### src/ffra_pkg.sv
// Shared types and command codes for the first-fit range allocator.
// Used by ffra_ctrl, ffra_dpath and the top level; depends on nothing.
package ffra_pkg;

	localparam int CMD_W = 5;

	localparam logic [CMD_W-1:0] C_NONE        = 5'd0;
	localparam logic [CMD_W-1:0] C_TAKE        = 5'd1;
	localparam logic [CMD_W-1:0] C_LOAD        = 5'd2;
	localparam logic [CMD_W-1:0] C_SCAN_CLR    = 5'd3;
	localparam logic [CMD_W-1:0] C_RD_I        = 5'd4;
	localparam logic [CMD_W-1:0] C_RD_LAST     = 5'd5;
	localparam logic [CMD_W-1:0] C_ALLOC_HIT   = 5'd6;
	localparam logic [CMD_W-1:0] C_INC         = 5'd7;
	localparam logic [CMD_W-1:0] C_GROW_INIT   = 5'd8;
	localparam logic [CMD_W-1:0] C_GROW_STEP   = 5'd9;
	localparam logic [CMD_W-1:0] C_GROW_FAIL   = 5'd10;
	localparam logic [CMD_W-1:0] C_FULL        = 5'd11;
	localparam logic [CMD_W-1:0] C_GROW_COMMIT = 5'd12;
	localparam logic [CMD_W-1:0] C_RD_NEXT     = 5'd13;
	localparam logic [CMD_W-1:0] C_DROP_MV     = 5'd14;
	localparam logic [CMD_W-1:0] C_DROP_END    = 5'd15;
	localparam logic [CMD_W-1:0] C_FREE_FWD    = 5'd16;
	localparam logic [CMD_W-1:0] C_FREE_STOP   = 5'd17;
	localparam logic [CMD_W-1:0] C_FREE_END    = 5'd18;
	localparam logic [CMD_W-1:0] C_MERGE_BOTH  = 5'd19;
	localparam logic [CMD_W-1:0] C_MERGE_P     = 5'd20;
	localparam logic [CMD_W-1:0] C_MERGE_S     = 5'd21;
	localparam logic [CMD_W-1:0] C_SET_I_N     = 5'd22;
	localparam logic [CMD_W-1:0] C_RD_PREV     = 5'd23;
	localparam logic [CMD_W-1:0] C_UP_MV       = 5'd24;
	localparam logic [CMD_W-1:0] C_INS         = 5'd25;
	localparam logic [CMD_W-1:0] C_EMIT        = 5'd26;

	localparam logic OP_ALLOC = 1'b0;
	localparam logic OP_FREE  = 1'b1;

	localparam logic [1:0] ST_OK      = 2'd0;
	localparam logic [1:0] ST_NOSPACE = 2'd1;
	localparam logic [1:0] ST_FULL    = 2'd2;

	typedef struct packed {
		logic [CMD_W-1:0] op;
	} cmd_t;

	typedef struct packed {
		logic op;
		logic size_zero;
		logic free_skip;
		logic i_eq_n;
		logic fit;
		logic exact;
		logic adj;
		logic tail_ge;
		logic p_big;
		logic full;
		logic mp;
		logic ms;
		logic start_le;
		logic i_gt_pos;
		logic i1_lt_n;
		logic load_pend;
		logic out_free;
	} sts_t;

endpackage

### src/ffra_ctrl.sv
// Controller state machine of the range allocator.
// Depends on ffra_pkg; drives ffra_dpath through cmd_t, reads sts_t.
module ffra_ctrl
	import ffra_pkg::*;
(
	input  logic clk,
	input  logic arst_n,
	input  logic in_valid,
	output logic in_ready,
	input  sts_t sts,
	output cmd_t cmd
);

	localparam logic [3:0] S_IDLE  = 4'd0;
	localparam logic [3:0] S_LOAD  = 4'd1;
	localparam logic [3:0] S_CHK   = 4'd2;
	localparam logic [3:0] S_ARD   = 4'd3;
	localparam logic [3:0] S_ACMP  = 4'd4;
	localparam logic [3:0] S_GROW0 = 4'd5;
	localparam logic [3:0] S_GROW  = 4'd6;
	localparam logic [3:0] S_GCHK  = 4'd7;
	localparam logic [3:0] S_FRD   = 4'd8;
	localparam logic [3:0] S_FCMP  = 4'd9;
	localparam logic [3:0] S_FDEC  = 4'd10;
	localparam logic [3:0] S_UPCHK = 4'd11;
	localparam logic [3:0] S_UPWR  = 4'd12;
	localparam logic [3:0] S_DRD   = 4'd13;
	localparam logic [3:0] S_DWR   = 4'd14;
	localparam logic [3:0] S_FIN   = 4'd15;

	logic [3:0] state_q, state_d;

	assign in_ready = (state_q == S_IDLE) && !sts.load_pend;

	always_comb begin
		state_d = state_q;
		cmd.op = C_NONE;
		case (state_q)
			S_IDLE: begin
				if (sts.load_pend) begin
					state_d = S_LOAD;
				end else if (in_valid) begin
					cmd.op = C_TAKE;
					state_d = S_CHK;
				end
			end
			S_LOAD: begin
				cmd.op = C_LOAD;
				state_d = S_IDLE;
			end
			S_CHK: begin
				if (sts.size_zero || (sts.op == OP_FREE && sts.free_skip)) begin
					state_d = S_FIN;
				end else begin
					cmd.op = C_SCAN_CLR;
					state_d = (sts.op == OP_ALLOC) ? S_ARD : S_FRD;
				end
			end
			S_ARD: begin
				if (sts.i_eq_n) begin
					cmd.op = C_RD_LAST;
					state_d = S_GROW0;
				end else begin
					cmd.op = C_RD_I;
					state_d = S_ACMP;
				end
			end
			S_ACMP: begin
				if (sts.fit) begin
					cmd.op = C_ALLOC_HIT;
					state_d = sts.exact ? S_DRD : S_FIN;
				end else begin
					cmd.op = C_INC;
					state_d = S_ARD;
				end
			end
			S_GROW0: begin
				cmd.op = C_GROW_INIT;
				state_d = S_GROW;
			end
			S_GROW: begin
				if (sts.tail_ge) begin
					state_d = S_GCHK;
				end else if (sts.p_big) begin
					cmd.op = C_GROW_FAIL;
					state_d = S_FIN;
				end else begin
					cmd.op = C_GROW_STEP;
				end
			end
			S_GCHK: begin
				if (!sts.adj && sts.full) begin
					cmd.op = C_FULL;
				end else begin
					cmd.op = C_GROW_COMMIT;
				end
				state_d = S_FIN;
			end
			S_FRD: begin
				if (sts.i_eq_n) begin
					cmd.op = C_FREE_END;
					state_d = S_FDEC;
				end else begin
					cmd.op = C_RD_I;
					state_d = S_FCMP;
				end
			end
			S_FCMP: begin
				if (sts.start_le) begin
					cmd.op = C_FREE_FWD;
					state_d = S_FRD;
				end else begin
					cmd.op = C_FREE_STOP;
					state_d = S_FDEC;
				end
			end
			S_FDEC: begin
				if (sts.mp && sts.ms) begin
					cmd.op = C_MERGE_BOTH;
					state_d = S_DRD;
				end else if (sts.mp) begin
					cmd.op = C_MERGE_P;
					state_d = S_FIN;
				end else if (sts.ms) begin
					cmd.op = C_MERGE_S;
					state_d = S_FIN;
				end else if (sts.full) begin
					cmd.op = C_FULL;
					state_d = S_FIN;
				end else begin
					cmd.op = C_SET_I_N;
					state_d = S_UPCHK;
				end
			end
			S_UPCHK: begin
				if (sts.i_gt_pos) begin
					cmd.op = C_RD_PREV;
					state_d = S_UPWR;
				end else begin
					cmd.op = C_INS;
					state_d = S_FIN;
				end
			end
			S_UPWR: begin
				cmd.op = C_UP_MV;
				state_d = S_UPCHK;
			end
			S_DRD: begin
				if (sts.i1_lt_n) begin
					cmd.op = C_RD_NEXT;
					state_d = S_DWR;
				end else begin
					cmd.op = C_DROP_END;
					state_d = S_FIN;
				end
			end
			S_DWR: begin
				cmd.op = C_DROP_MV;
				state_d = S_DRD;
			end
			S_FIN: begin
				if (sts.out_free) begin
					cmd.op = C_EMIT;
					state_d = S_IDLE;
				end
			end
			default: begin
				state_d = S_IDLE;
			end
		endcase
	end

	always_ff @(posedge clk or negedge arst_n) begin
		if (!arst_n) begin
			state_q <= S_IDLE;
		end else begin
			state_q <= state_d;
		end
	end

`ifndef ASSERT_OFF
	a_take_idle: assert property (@(posedge clk) disable iff (!arst_n)
		cmd.op == C_TAKE |=> state_q == S_CHK)
		else $error("take did not start a request");
	a_emit_once: assert property (@(posedge clk) disable iff (!arst_n)
		cmd.op == C_EMIT |=> cmd.op != C_EMIT)
		else $error("result emitted twice");
	a_load_idle: assert property (@(posedge clk) disable iff (!arst_n)
		state_q == S_LOAD |=> state_q == S_IDLE)
		else $error("load did not return to idle");
`endif

endmodule

### src/ffra_dpath.sv
// Datapath of the range allocator: free-list memories, counters, result register.
// Depends on ffra_pkg; commanded by ffra_ctrl.
module ffra_dpath
	import ffra_pkg::*;
#(
	parameter int FREE_SLOTS = 32,
	parameter int ADDR_BITS = 24,
	parameter int RESET_POOL = 1048576,
	parameter int IN_W = 56,
	parameter int OUT_W = 56
) (
	input  logic                 clk,
	input  logic                 arst_n,
	input  logic                 cfg_we,
	input  logic [ADDR_BITS:0]   cfg_wdata,
	input  logic [IN_W-1:0]      in_data,
	input  logic                 in_user,
	output logic                 out_valid,
	input  logic                 out_ready,
	output logic [OUT_W-1:0]     out_data,
	input  cmd_t                 cmd,
	output sts_t                 sts
);

	localparam int A  = ADDR_BITS;
	localparam int IW = (FREE_SLOTS > 1) ? $clog2(FREE_SLOTS) : 1;
	localparam int CW = $clog2(FREE_SLOTS + 1);
	localparam logic [A:0] MAX_POOL = {1'b1, {A{1'b0}}};
	localparam logic [A:0] HALF_POOL = {2'b01, {(A-1){1'b0}}};

	logic [A-1:0] start_mem [FREE_SLOTS];
	logic [A:0]   len_mem [FREE_SLOTS];

	logic [A-1:0]  rs_q, off_q, prev_start_q, cur_start_q, gnt_q;
	logic [A:0]    rl_q, size_q, pool_q, init_q, prev_len_q, cur_len_q, p_q;
	logic [A+1:0]  tail_q;
	logic [CW-1:0] n_q, i_q, pos_q;
	logic [1:0]    st_q;
	logic          op_q, adj_q, prev_ok_q, cur_ok_q, load_pend_q, out_valid_q;
	logic [OUT_W-1:0] out_data_q;

	logic          we;
	logic [IW-1:0] waddr, raddr;
	logic [A-1:0]  ws;
	logic [A:0]    wl, clamp;
	logic [A+1:0]  off_end, prev_end, rs_end;
	logic [CW-1:0] n_dec, i_inc, i_dec, pos_dec;

	assign n_dec   = n_q - CW'(1);
	assign i_inc   = i_q + CW'(1);
	assign i_dec   = i_q - CW'(1);
	assign pos_dec = pos_q - CW'(1);
	assign off_end  = (A+2)'(off_q) + (A+2)'(size_q);
	assign prev_end = (A+2)'(prev_start_q) + (A+2)'(prev_len_q);
	assign rs_end   = (A+2)'(rs_q) + (A+2)'(rl_q);

	always_comb begin
		clamp = init_q;
		if (init_q == '0) begin
			clamp = (A+1)'(1);
		end else if (init_q > MAX_POOL) begin
			clamp = MAX_POOL;
		end
	end

	always_comb begin
		sts.op        = op_q;
		sts.size_zero = (size_q == '0);
		sts.free_skip = off_end > (A+2)'(pool_q);
		sts.i_eq_n    = (i_q == n_q);
		sts.fit       = (rl_q >= size_q);
		sts.exact     = (rl_q == size_q);
		sts.adj       = adj_q;
		sts.tail_ge   = (tail_q >= (A+2)'(size_q));
		sts.p_big     = (p_q > HALF_POOL);
		sts.full      = (n_q >= CW'(FREE_SLOTS));
		sts.mp        = prev_ok_q && (prev_end == (A+2)'(off_q));
		sts.ms        = cur_ok_q && (off_end == (A+2)'(cur_start_q));
		sts.start_le  = (rs_q <= off_q);
		sts.i_gt_pos  = (i_q > pos_q);
		sts.i1_lt_n   = (i_inc < n_q);
		sts.load_pend = load_pend_q;
		sts.out_free  = !out_valid_q || out_ready;
	end

	always_comb begin
		we = 1'b0;
		waddr = i_q[IW-1:0];
		raddr = i_q[IW-1:0];
		ws = rs_q;
		wl = rl_q;
		case (cmd.op)
			C_RD_LAST: raddr = n_dec[IW-1:0];
			C_RD_NEXT: raddr = i_inc[IW-1:0];
			C_RD_PREV: raddr = i_dec[IW-1:0];
			C_LOAD: begin
				we = 1'b1;
				waddr = '0;
				ws = '0;
				wl = clamp;
			end
			C_ALLOC_HIT: begin
				we = (rl_q != size_q);
				ws = rs_q + size_q[A-1:0];
				wl = rl_q - size_q;
			end
			C_GROW_COMMIT: begin
				we = (tail_q != (A+2)'(size_q));
				waddr = adj_q ? n_dec[IW-1:0] : n_q[IW-1:0];
				ws = cur_start_q + size_q[A-1:0];
				wl = tail_q[A:0] - size_q;
			end
			C_DROP_MV, C_UP_MV: we = 1'b1;
			C_MERGE_BOTH: begin
				we = 1'b1;
				waddr = pos_dec[IW-1:0];
				ws = prev_start_q;
				wl = prev_len_q + size_q + cur_len_q;
			end
			C_MERGE_P: begin
				we = 1'b1;
				waddr = pos_dec[IW-1:0];
				ws = prev_start_q;
				wl = prev_len_q + size_q;
			end
			C_MERGE_S: begin
				we = 1'b1;
				waddr = pos_q[IW-1:0];
				ws = off_q;
				wl = cur_len_q + size_q;
			end
			C_INS: begin
				we = 1'b1;
				waddr = pos_q[IW-1:0];
				ws = off_q;
				wl = size_q;
			end
			default: begin
				we = 1'b0;
			end
		endcase
	end

	always_ff @(posedge clk) begin
		if (we) begin
			start_mem[waddr] <= ws;
			len_mem[waddr] <= wl;
		end
		rs_q <= start_mem[raddr];
		rl_q <= len_mem[raddr];
	end

	always_ff @(posedge clk or negedge arst_n) begin
		if (!arst_n) begin
			n_q <= CW'(1);
			i_q <= '0;
			pos_q <= '0;
			pool_q <= (A+1)'(RESET_POOL);
			init_q <= (A+1)'(RESET_POOL);
			load_pend_q <= 1'b1;
			out_valid_q <= 1'b0;
			prev_ok_q <= 1'b0;
			cur_ok_q <= 1'b0;
			adj_q <= 1'b0;
			op_q <= OP_ALLOC;
			st_q <= ST_OK;
		end else begin
			if (cmd.op == C_EMIT) begin
				out_valid_q <= 1'b1;
			end else if (out_valid_q && out_ready) begin
				out_valid_q <= 1'b0;
			end
			case (cmd.op)
				C_TAKE: begin
					op_q <= in_user;
					gnt_q <= '0;
					st_q <= ST_OK;
				end
				C_LOAD: begin
					n_q <= CW'(1);
					pool_q <= clamp;
				end
				C_SCAN_CLR: begin
					i_q <= '0;
					prev_ok_q <= 1'b0;
					cur_ok_q <= 1'b0;
				end
				C_ALLOC_HIT: gnt_q <= rs_q;
				C_INC, C_DROP_MV: i_q <= i_inc;
				C_GROW_INIT: begin
					adj_q <= (n_q != '0) && (rs_end == (A+2)'(pool_q));
					p_q <= pool_q;
					if ((n_q != '0) && (rs_end == (A+2)'(pool_q))) begin
						tail_q <= (A+2)'(rl_q);
						cur_start_q <= rs_q;
					end else begin
						tail_q <= '0;
						cur_start_q <= pool_q[A-1:0];
					end
				end
				C_GROW_STEP: begin
					tail_q <= tail_q + (A+2)'(p_q);
					p_q <= {p_q[A-1:0], 1'b0};
				end
				C_GROW_FAIL: st_q <= ST_NOSPACE;
				C_FULL: st_q <= ST_FULL;
				C_GROW_COMMIT: begin
					pool_q <= p_q;
					gnt_q <= cur_start_q;
					if (tail_q == (A+2)'(size_q)) begin
						if (adj_q) begin
							n_q <= n_dec;
						end
					end else if (!adj_q) begin
						n_q <= n_q + CW'(1);
					end
				end
				C_DROP_END: n_q <= n_dec;
				C_FREE_FWD: begin
					prev_start_q <= rs_q;
					prev_len_q <= rl_q;
					prev_ok_q <= 1'b1;
					i_q <= i_inc;
				end
				C_FREE_STOP: begin
					cur_start_q <= rs_q;
					cur_len_q <= rl_q;
					cur_ok_q <= 1'b1;
					pos_q <= i_q;
				end
				C_FREE_END: pos_q <= i_q;
				C_SET_I_N: i_q <= n_q;
				C_UP_MV: i_q <= i_dec;
				C_INS: n_q <= n_q + CW'(1);
				default: begin
				end
			endcase
			if (cfg_we) begin
				init_q <= cfg_wdata;
				load_pend_q <= 1'b1;
			end else if (cmd.op == C_LOAD) begin
				load_pend_q <= 1'b0;
			end
		end
	end

	always_ff @(posedge clk) begin
		if (cmd.op == C_TAKE) begin
			off_q <= in_data[A-1:0];
			size_q <= in_data[2*A:A];
		end
		if (cmd.op == C_EMIT) begin
			out_data_q <= OUT_W'({pool_q, st_q, gnt_q});
		end
	end

	assign out_valid = out_valid_q;
	assign out_data = out_data_q;

`ifndef ASSERT_OFF
	a_n_bound: assert property (@(posedge clk) disable iff (!arst_n)
		n_q <= CW'(FREE_SLOTS))
		else $error("free list count over capacity");
	a_i_bound: assert property (@(posedge clk) disable iff (!arst_n)
		i_q <= CW'(FREE_SLOTS))
		else $error("scan index past list capacity");
	a_pool_nz: assert property (@(posedge clk) disable iff (!arst_n)
		pool_q != '0 && pool_q <= MAX_POOL)
		else $error("pool size out of range");
	a_load_n: assert property (@(posedge clk) disable iff (!arst_n)
		cmd.op == C_LOAD |=> n_q == CW'(1))
		else $error("load did not reset list");
`endif

endmodule

### src/first_fit_range_allocator_unit.sv
// First-fit range allocator with coalescing free list, top level.
// Run time grows with each scanned entry, each shifted entry and each pool doubling.
// Throughput: one request at a time; input is ready only while the controller idles.
// Reset (arst_n, async low) and each config write reload a single free range:
// the input is not ready until that reload is done.
module first_fit_range_allocator_unit
	import ffra_pkg::*;
#(
	parameter int FREE_SLOTS = 32,
	parameter int ADDR_BITS = 24,
	parameter int RESET_POOL = 1048576
) (
	input  logic clk,
	input  logic arst_n,
	input  logic cfg_we,
	input  logic [ADDR_BITS:0] cfg_wdata,
	input  logic s_axis_tvalid,
	output logic s_axis_tready,
	// range_offset, range_size
	input  logic [((2*ADDR_BITS+1+7)/8)*8-1:0] s_axis_tdata,
	// opcode
	input  logic s_axis_tuser,
	output logic m_axis_tvalid,
	input  logic m_axis_tready,
	// granted_offset, status, current_pool_size
	output logic [((2*ADDR_BITS+3+7)/8)*8-1:0] m_axis_tdata
);

	localparam int IN_W = ((2*ADDR_BITS+1+7)/8)*8;
	localparam int OUT_W = ((2*ADDR_BITS+3+7)/8)*8;

	cmd_t cmd;
	sts_t sts;

	ffra_ctrl u_ctrl (
		.clk      (clk),
		.arst_n   (arst_n),
		.in_valid (s_axis_tvalid),
		.in_ready (s_axis_tready),
		.sts      (sts),
		.cmd      (cmd)
	);

	ffra_dpath #(
		.FREE_SLOTS (FREE_SLOTS),
		.ADDR_BITS  (ADDR_BITS),
		.RESET_POOL (RESET_POOL),
		.IN_W       (IN_W),
		.OUT_W      (OUT_W)
	) u_dpath (
		.clk       (clk),
		.arst_n    (arst_n),
		.cfg_we    (cfg_we),
		.cfg_wdata (cfg_wdata),
		.in_data   (s_axis_tdata),
		.in_user   (s_axis_tuser),
		.out_valid (m_axis_tvalid),
		.out_ready (m_axis_tready),
		.out_data  (m_axis_tdata),
		.cmd       (cmd),
		.sts       (sts)
	);

endmodule
### config.mk
export PLATFORM = sky130hd
export DESIGN_NAME = first_fit_range_allocator_unit
export DESIGN_NICKNAME = d
export VERILOG_FILES = /design/src/ffra_pkg.sv /design/src/ffra_ctrl.sv /design/src/ffra_dpath.sv /design/src/first_fit_range_allocator_unit.sv
export SDC_FILE = /design/constraint.sdc
export NUM_CORES = 2
export LEC_CHECK = 0
export BUFFER_PORTS_ARGS = -buffer_cell sky130_fd_sc_hd__buf_4
export CORE_MARGIN = 2
export CORE_UTILIZATION = 39
export CTS_CLUSTER_DIAMETER = 50
export DETAILED_ROUTE_END_ITERATION = 12
export PLACE_DENSITY = 0.63
export SYNTH_ARGS = -nofsm -noshare
export SYNTH_HDL_FRONTEND = slang
export SYNTH_SLANG_ARGS = --single-unit
### constraint.sdc
create_clock -name clk -period 12.2 [get_ports clk]
set_clock_uncertainty 0.15 [all_clocks]
set_input_delay 0.61 -clock clk [delete_from_list [all_inputs] [get_ports clk]]
set_output_delay 0.61 -clock clk [all_outputs]
set_load 0.01 [all_outputs]
==> Flow_metrics.wiki <==
{| class="wikitable"
! Metric !! Value
|-
| Status || finished clean
|-
| Clock insertion delay at the later pin of the skew report || ~0.92 ns
|-
| Number of distinct library cell variants in the gate-level netlist after synthesis || 102
|-
| Hold WC Path Type || in -> reg
|-
| Total via count in the routed design || roughly 66k
|-
| Level count of the clock H-tree || 4
|-
| Maximum single-stage delay on the critical path || about 0.53 ns
|-
| Cell count after synthesis || 7,292
|-
| Final GP Congestion || approximately 0.98
|-
| Setup bufs post-CTS || 0
|-
| Share of async-settable or async-resettable flops after synthesis || 4.061%
|-
| Largest net degree at the start of global routing || 147
|-
| Register-to-Register Setup Slack || 0.66 ns
|-
| Critical Path Sink Type || register
|-
| Boundary Pins || 145
|-
| Average via count per standard cell || 6.045
|-
| Dominant cell type by count on the critical path || sky130_fd_sc_hd__a21oi_1
|-
| Worst Setup Path Type || reg -> reg
|-
| Remaining DRCs || 0
|-
| DP Wirelength || ~200,000 um
|-
| Final-layout worst hold slack || 0.06955 ns
|-
| Number of enable flip-flop cells after synthesis || 1,841
|-
| Die outline area || 0.2411 mm^2
|-
| RSZ-0062 raised after global routing || false
|-
| Total length of routed wires || 323,100 um
|-
| Filler instances || roughly 21k
|-
| Endpoint of the worst hold path || u_ctrl.state_q[1]
|-
| Core area || 0.2356 mm^2
|-
| Sequential-to-total area share from yosys stat || 62.99%
|-
| Cell taking the most area after synthesis || sky130_fd_sc_hd__edfxtp_1
|-
| Area of the multi-input gates || 0.03209 mm^2
|-
| Synth Cell Area || 0.09251 mm^2
|-
| Count of synthesis-stage warnings from yosys || 0
|-
| Number of setup violations in the final report || 0
|-
| Category of the worst setup path launch point || register
|-
| Ranking of synthesized cells by instance count || sky130_fd_sc_hd__edfxtp_1 (1,841), sky130_fd_sc_hd__nand2_1 (976), sky130_fd_sc_hd__mux2i_1 (399)
|-
| Layout-stage area growth over the synthesis result || 15.26%
|-
| Synth area leaders || sky130_fd_sc_hd__edfxtp_1 (60%), sky130_fd_sc_hd__mux2i_1 (4.3%), sky130_fd_sc_hd__nand2_1 (4.0%)
|-
| Antenna-violating nets left || 0
|-
| Part of the cycle the worst path needs || 94.60%
|-
| Root Buffer Master || sky130_fd_sc_hd__clkbuf_16
|-
| CP max-delay cell || sky130_fd_sc_hd__fa_1
|-
| Final Slew Violations || 0
|-
| Setup TNS || 0 ns
|-
| Number of nets in the layout || 7,961
|-
| Initial antenna violation count || 15
|-
| GRT Resource Usage Total || 25.87%
|-
| Maximum fanout along the worst path || 32
|-
| Endpoint of the most critical register-to-register path || u_dpath.len_mem[3][22]
|-
| Total power density per cell area || 132.6 mW/mm^2
|-
| Peak ir drop on the vdd network || 130.4 uV
|-
| Max capacitance violation total || 0
|-
| Startpoint of the worst hold path || s_axis_tvalid
|-
| Most repeated cell in the gate-level netlist after synthesis || sky130_fd_sc_hd__edfxtp_1
|-
| Max-slew headroom || 1.029%
|-
| Depth of the most critical reg-to-reg path || 45
|-
| Top flip-flop cell by instance count after synthesis || sky130_fd_sc_hd__edfxtp_1
|-
| Buffer levels on the longest clock path || 3
|-
| Portion of synthesized cell area occupied by the leading cell type || 59.76%
|-
| Launch point of the worst reg-to-reg path || u_dpath.size_q[1]
|-
| Mean Syn Cell Area || 12.69 um^2
|-
| Total clock buffers created by CTS || 223
|-
| Wire length per cell || 29.56 um
|-
| Total clock sinks || 1,970
|-
| Worst path required time || between 10 and 15 ns
|-
| Register bit total from synthesis || 1,970
|-
| Maximum clock frequency || 86.64 MHz
|-
| Starting density of the core || just under 40%
|-
| Final Hold Vio Count || 0
|-
| Overflow left after global routing || 0
|-
| Number of global-route vias before repair || 62.16k
|-
| Clock transition time at the flip-flop clock pins of the worst setup and hold paths || 0.06 ns
|-
| Standby leakage power || approximately 0.035 uW
|-
| Count of buffers inserted at the top-level ports || around 130
|-
| # rows || 178
|-
| CP arrival || 11.93 ns
|-
| Share of cells above drive strength 1 || 12.66%
|-
| Initial DRC Count || 8,838
|-
| Die Width || 491.0 um
|-
| Global-route wire length before repair || 453,100 um
|-
| Worst hold path cell count || 4
|-
| Die Ht || approximately 500 um
|-
| Worst-margin pin slew || 1.480 ns
|-
| Total area of sequential cells || approximately 0.058 mm^2
|-
| CTS tree || yes
|-
| Fin crit period || 11.54 ns
|-
| DRT Pass-1 Iters || 8
|}
layout make-up:
class,count,area share (%)
antenna,7,0.01643
clock buffer,290,5.648
clock inverter,133,1.432
inverter,243,0.8566
multi-input combinational,4672,30.09
sequential,1970,54.65
tap,3150,3.696
timing repair buffer,466,3.605
state kept, by name, summed over array words and instances (netlist names), 25 cells and up:
signal and cells:
u_dpath.cur_len_q 25, u_dpath.prev_len_q 25, u_dpath.rl_q 25, u_dpath.p_q 25, u_dpath.pool_q 25, u_dpath.size_q 25
u_dpath.init_q 25, u_dpath.start_mem 768, u_dpath.tail_q 26, u_dpath.len_mem 800, u_dpath.out_data 51
worst max path at each step:
stage | endpoint | cells past startpoint | slack [ns] | start
after global placement | u_dpath.len_mem[17][23] | 42 | 0.63 | u_dpath.size_q[1]
after detailed placement | u_dpath.len_mem[21][23] | 42 | 0.73 | u_dpath.size_q[1]
after global routing | u_dpath.len_mem[3][22] | 45 | 0.10 | u_dpath.size_q[1]
after CTS | u_dpath.len_mem[7][23] | 42 | 0.64 | u_dpath.size_q[1]
final | u_dpath.len_mem[3][22] | 45 | 0.66 | u_dpath.size_q[1]
after floorplan | u_dpath.gnt_q[0] | 22 | 1.73 | u_dpath.size_q[1]
routing by layer:
metal / wire (um) / vias up / GRT usage [%]
li1: - / 28580 / -
met1: 125900 / 32830 / 33.99
met2: 147800 / 3888 / 41.06
met4: 17300 / 6 / 12.13
met3: 32080 / 770 / 5.311
met5: 54 / - / 0
critical path, delay by kind of cell (launching register included):
| kind | cells | cell delay, ns |
|---|---|---|
| AOI/OAI and AO/OA | 25 | 5.70 |
| xor gates and xnor gates | 2 | 0.25 |
| adders and majority gates | 4 | 1.47 |
| buffers and inverters | 6 | 1.20 |
| DFF | 1 | 0.35 |
| muxes | 1 | 0.38 |
| and+or+nand+nor | 7 | 1.67 |
cells in the final DEF, fill, tap and decap left out, types with 55 or more instances in the layout:
cell type / count
sky130_fd_sc_hd__inv_1: 241
sky130_fd_sc_hd__a31oi_1: 78
sky130_fd_sc_hd__a21oi_1: 239
sky130_fd_sc_hd__a2111oi_0: 60
sky130_fd_sc_hd__xnor2_1: 193
sky130_fd_sc_hd__o21ai_0: 219
sky130_fd_sc_hd__mux2i_1: 399
sky130_fd_sc_hd__ha_1: 289
sky130_fd_sc_hd__nand3_1: 288
sky130_fd_sc_hd__a211oi_1: 116
sky130_fd_sc_hd__mux2_2: 81
sky130_fd_sc_hd__nand2_1: 971
sky130_fd_sc_hd__a32oi_1: 55
sky130_fd_sc_hd__buf_4: 376
sky130_fd_sc_hd__a21o_1: 102
sky130_fd_sc_hd__o22ai_1: 105
sky130_fd_sc_hd__nor2_1: 228
sky130_fd_sc_hd__nand4_1: 90
sky130_fd_sc_hd__nor3_1: 200
sky130_fd_sc_hd__dlygate4sd3_1: 78
sky130_fd_sc_hd__dfrtp_1: 76
sky130_fd_sc_hd__nor4_1: 86
sky130_fd_sc_hd__clkbuf_16: 223
sky130_fd_sc_hd__edfxtp_1: 1841
sky130_fd_sc_hd__xor2_1: 75
cells by family (layout without fill, tap and decap cells):
group,after synthesis,count (layout),share of synthesized area [%]
adders and majority gates,298,298,4.103
muxes,481,481,5.319
DFF,1970,1970,62.99
buffers and inverters,654,1132,3.077
xor gates and xnor gates,272,272,2.636
AOI/OAI and AO/OA,1496,1496,11.35
and+or+nand+nor,2120,2120,10.53
other,1,12,0.004054
through the flow:
stage	worst slack (ns)	instances	area (um^2)	util [%]	power (uW)
floorplan	1.730	7296	92530	-	7453
global placement	0.6297	10420	98250	41.70	7502
detailed placement	0.7309	10420	98250	41.70	7502
CTS	0.6378	10920	106600	45.23	14180
global route	0.1032	10920	106600	45.24	14470
finish	0.6585	10930	106600	45.25	14130
what timing repair did:
item,in CTS,in global routing
hold buffers,78,0
resized for setup,0,1
setup endpoints to repair,0,11
endpoints found under the hold margin,111,0
report_power, final:
group | leakage [uW] | total [uW] | internal, uW | switching (uW)
registers | 0.0129 | 7310 | 7290 | 22.4
clock network | 0.00363 | 6750 | 3870 | 2880
logic | 0.0188 | 72.3 | 41.1 | 31.2
Power figures use the tool's default switching activity.
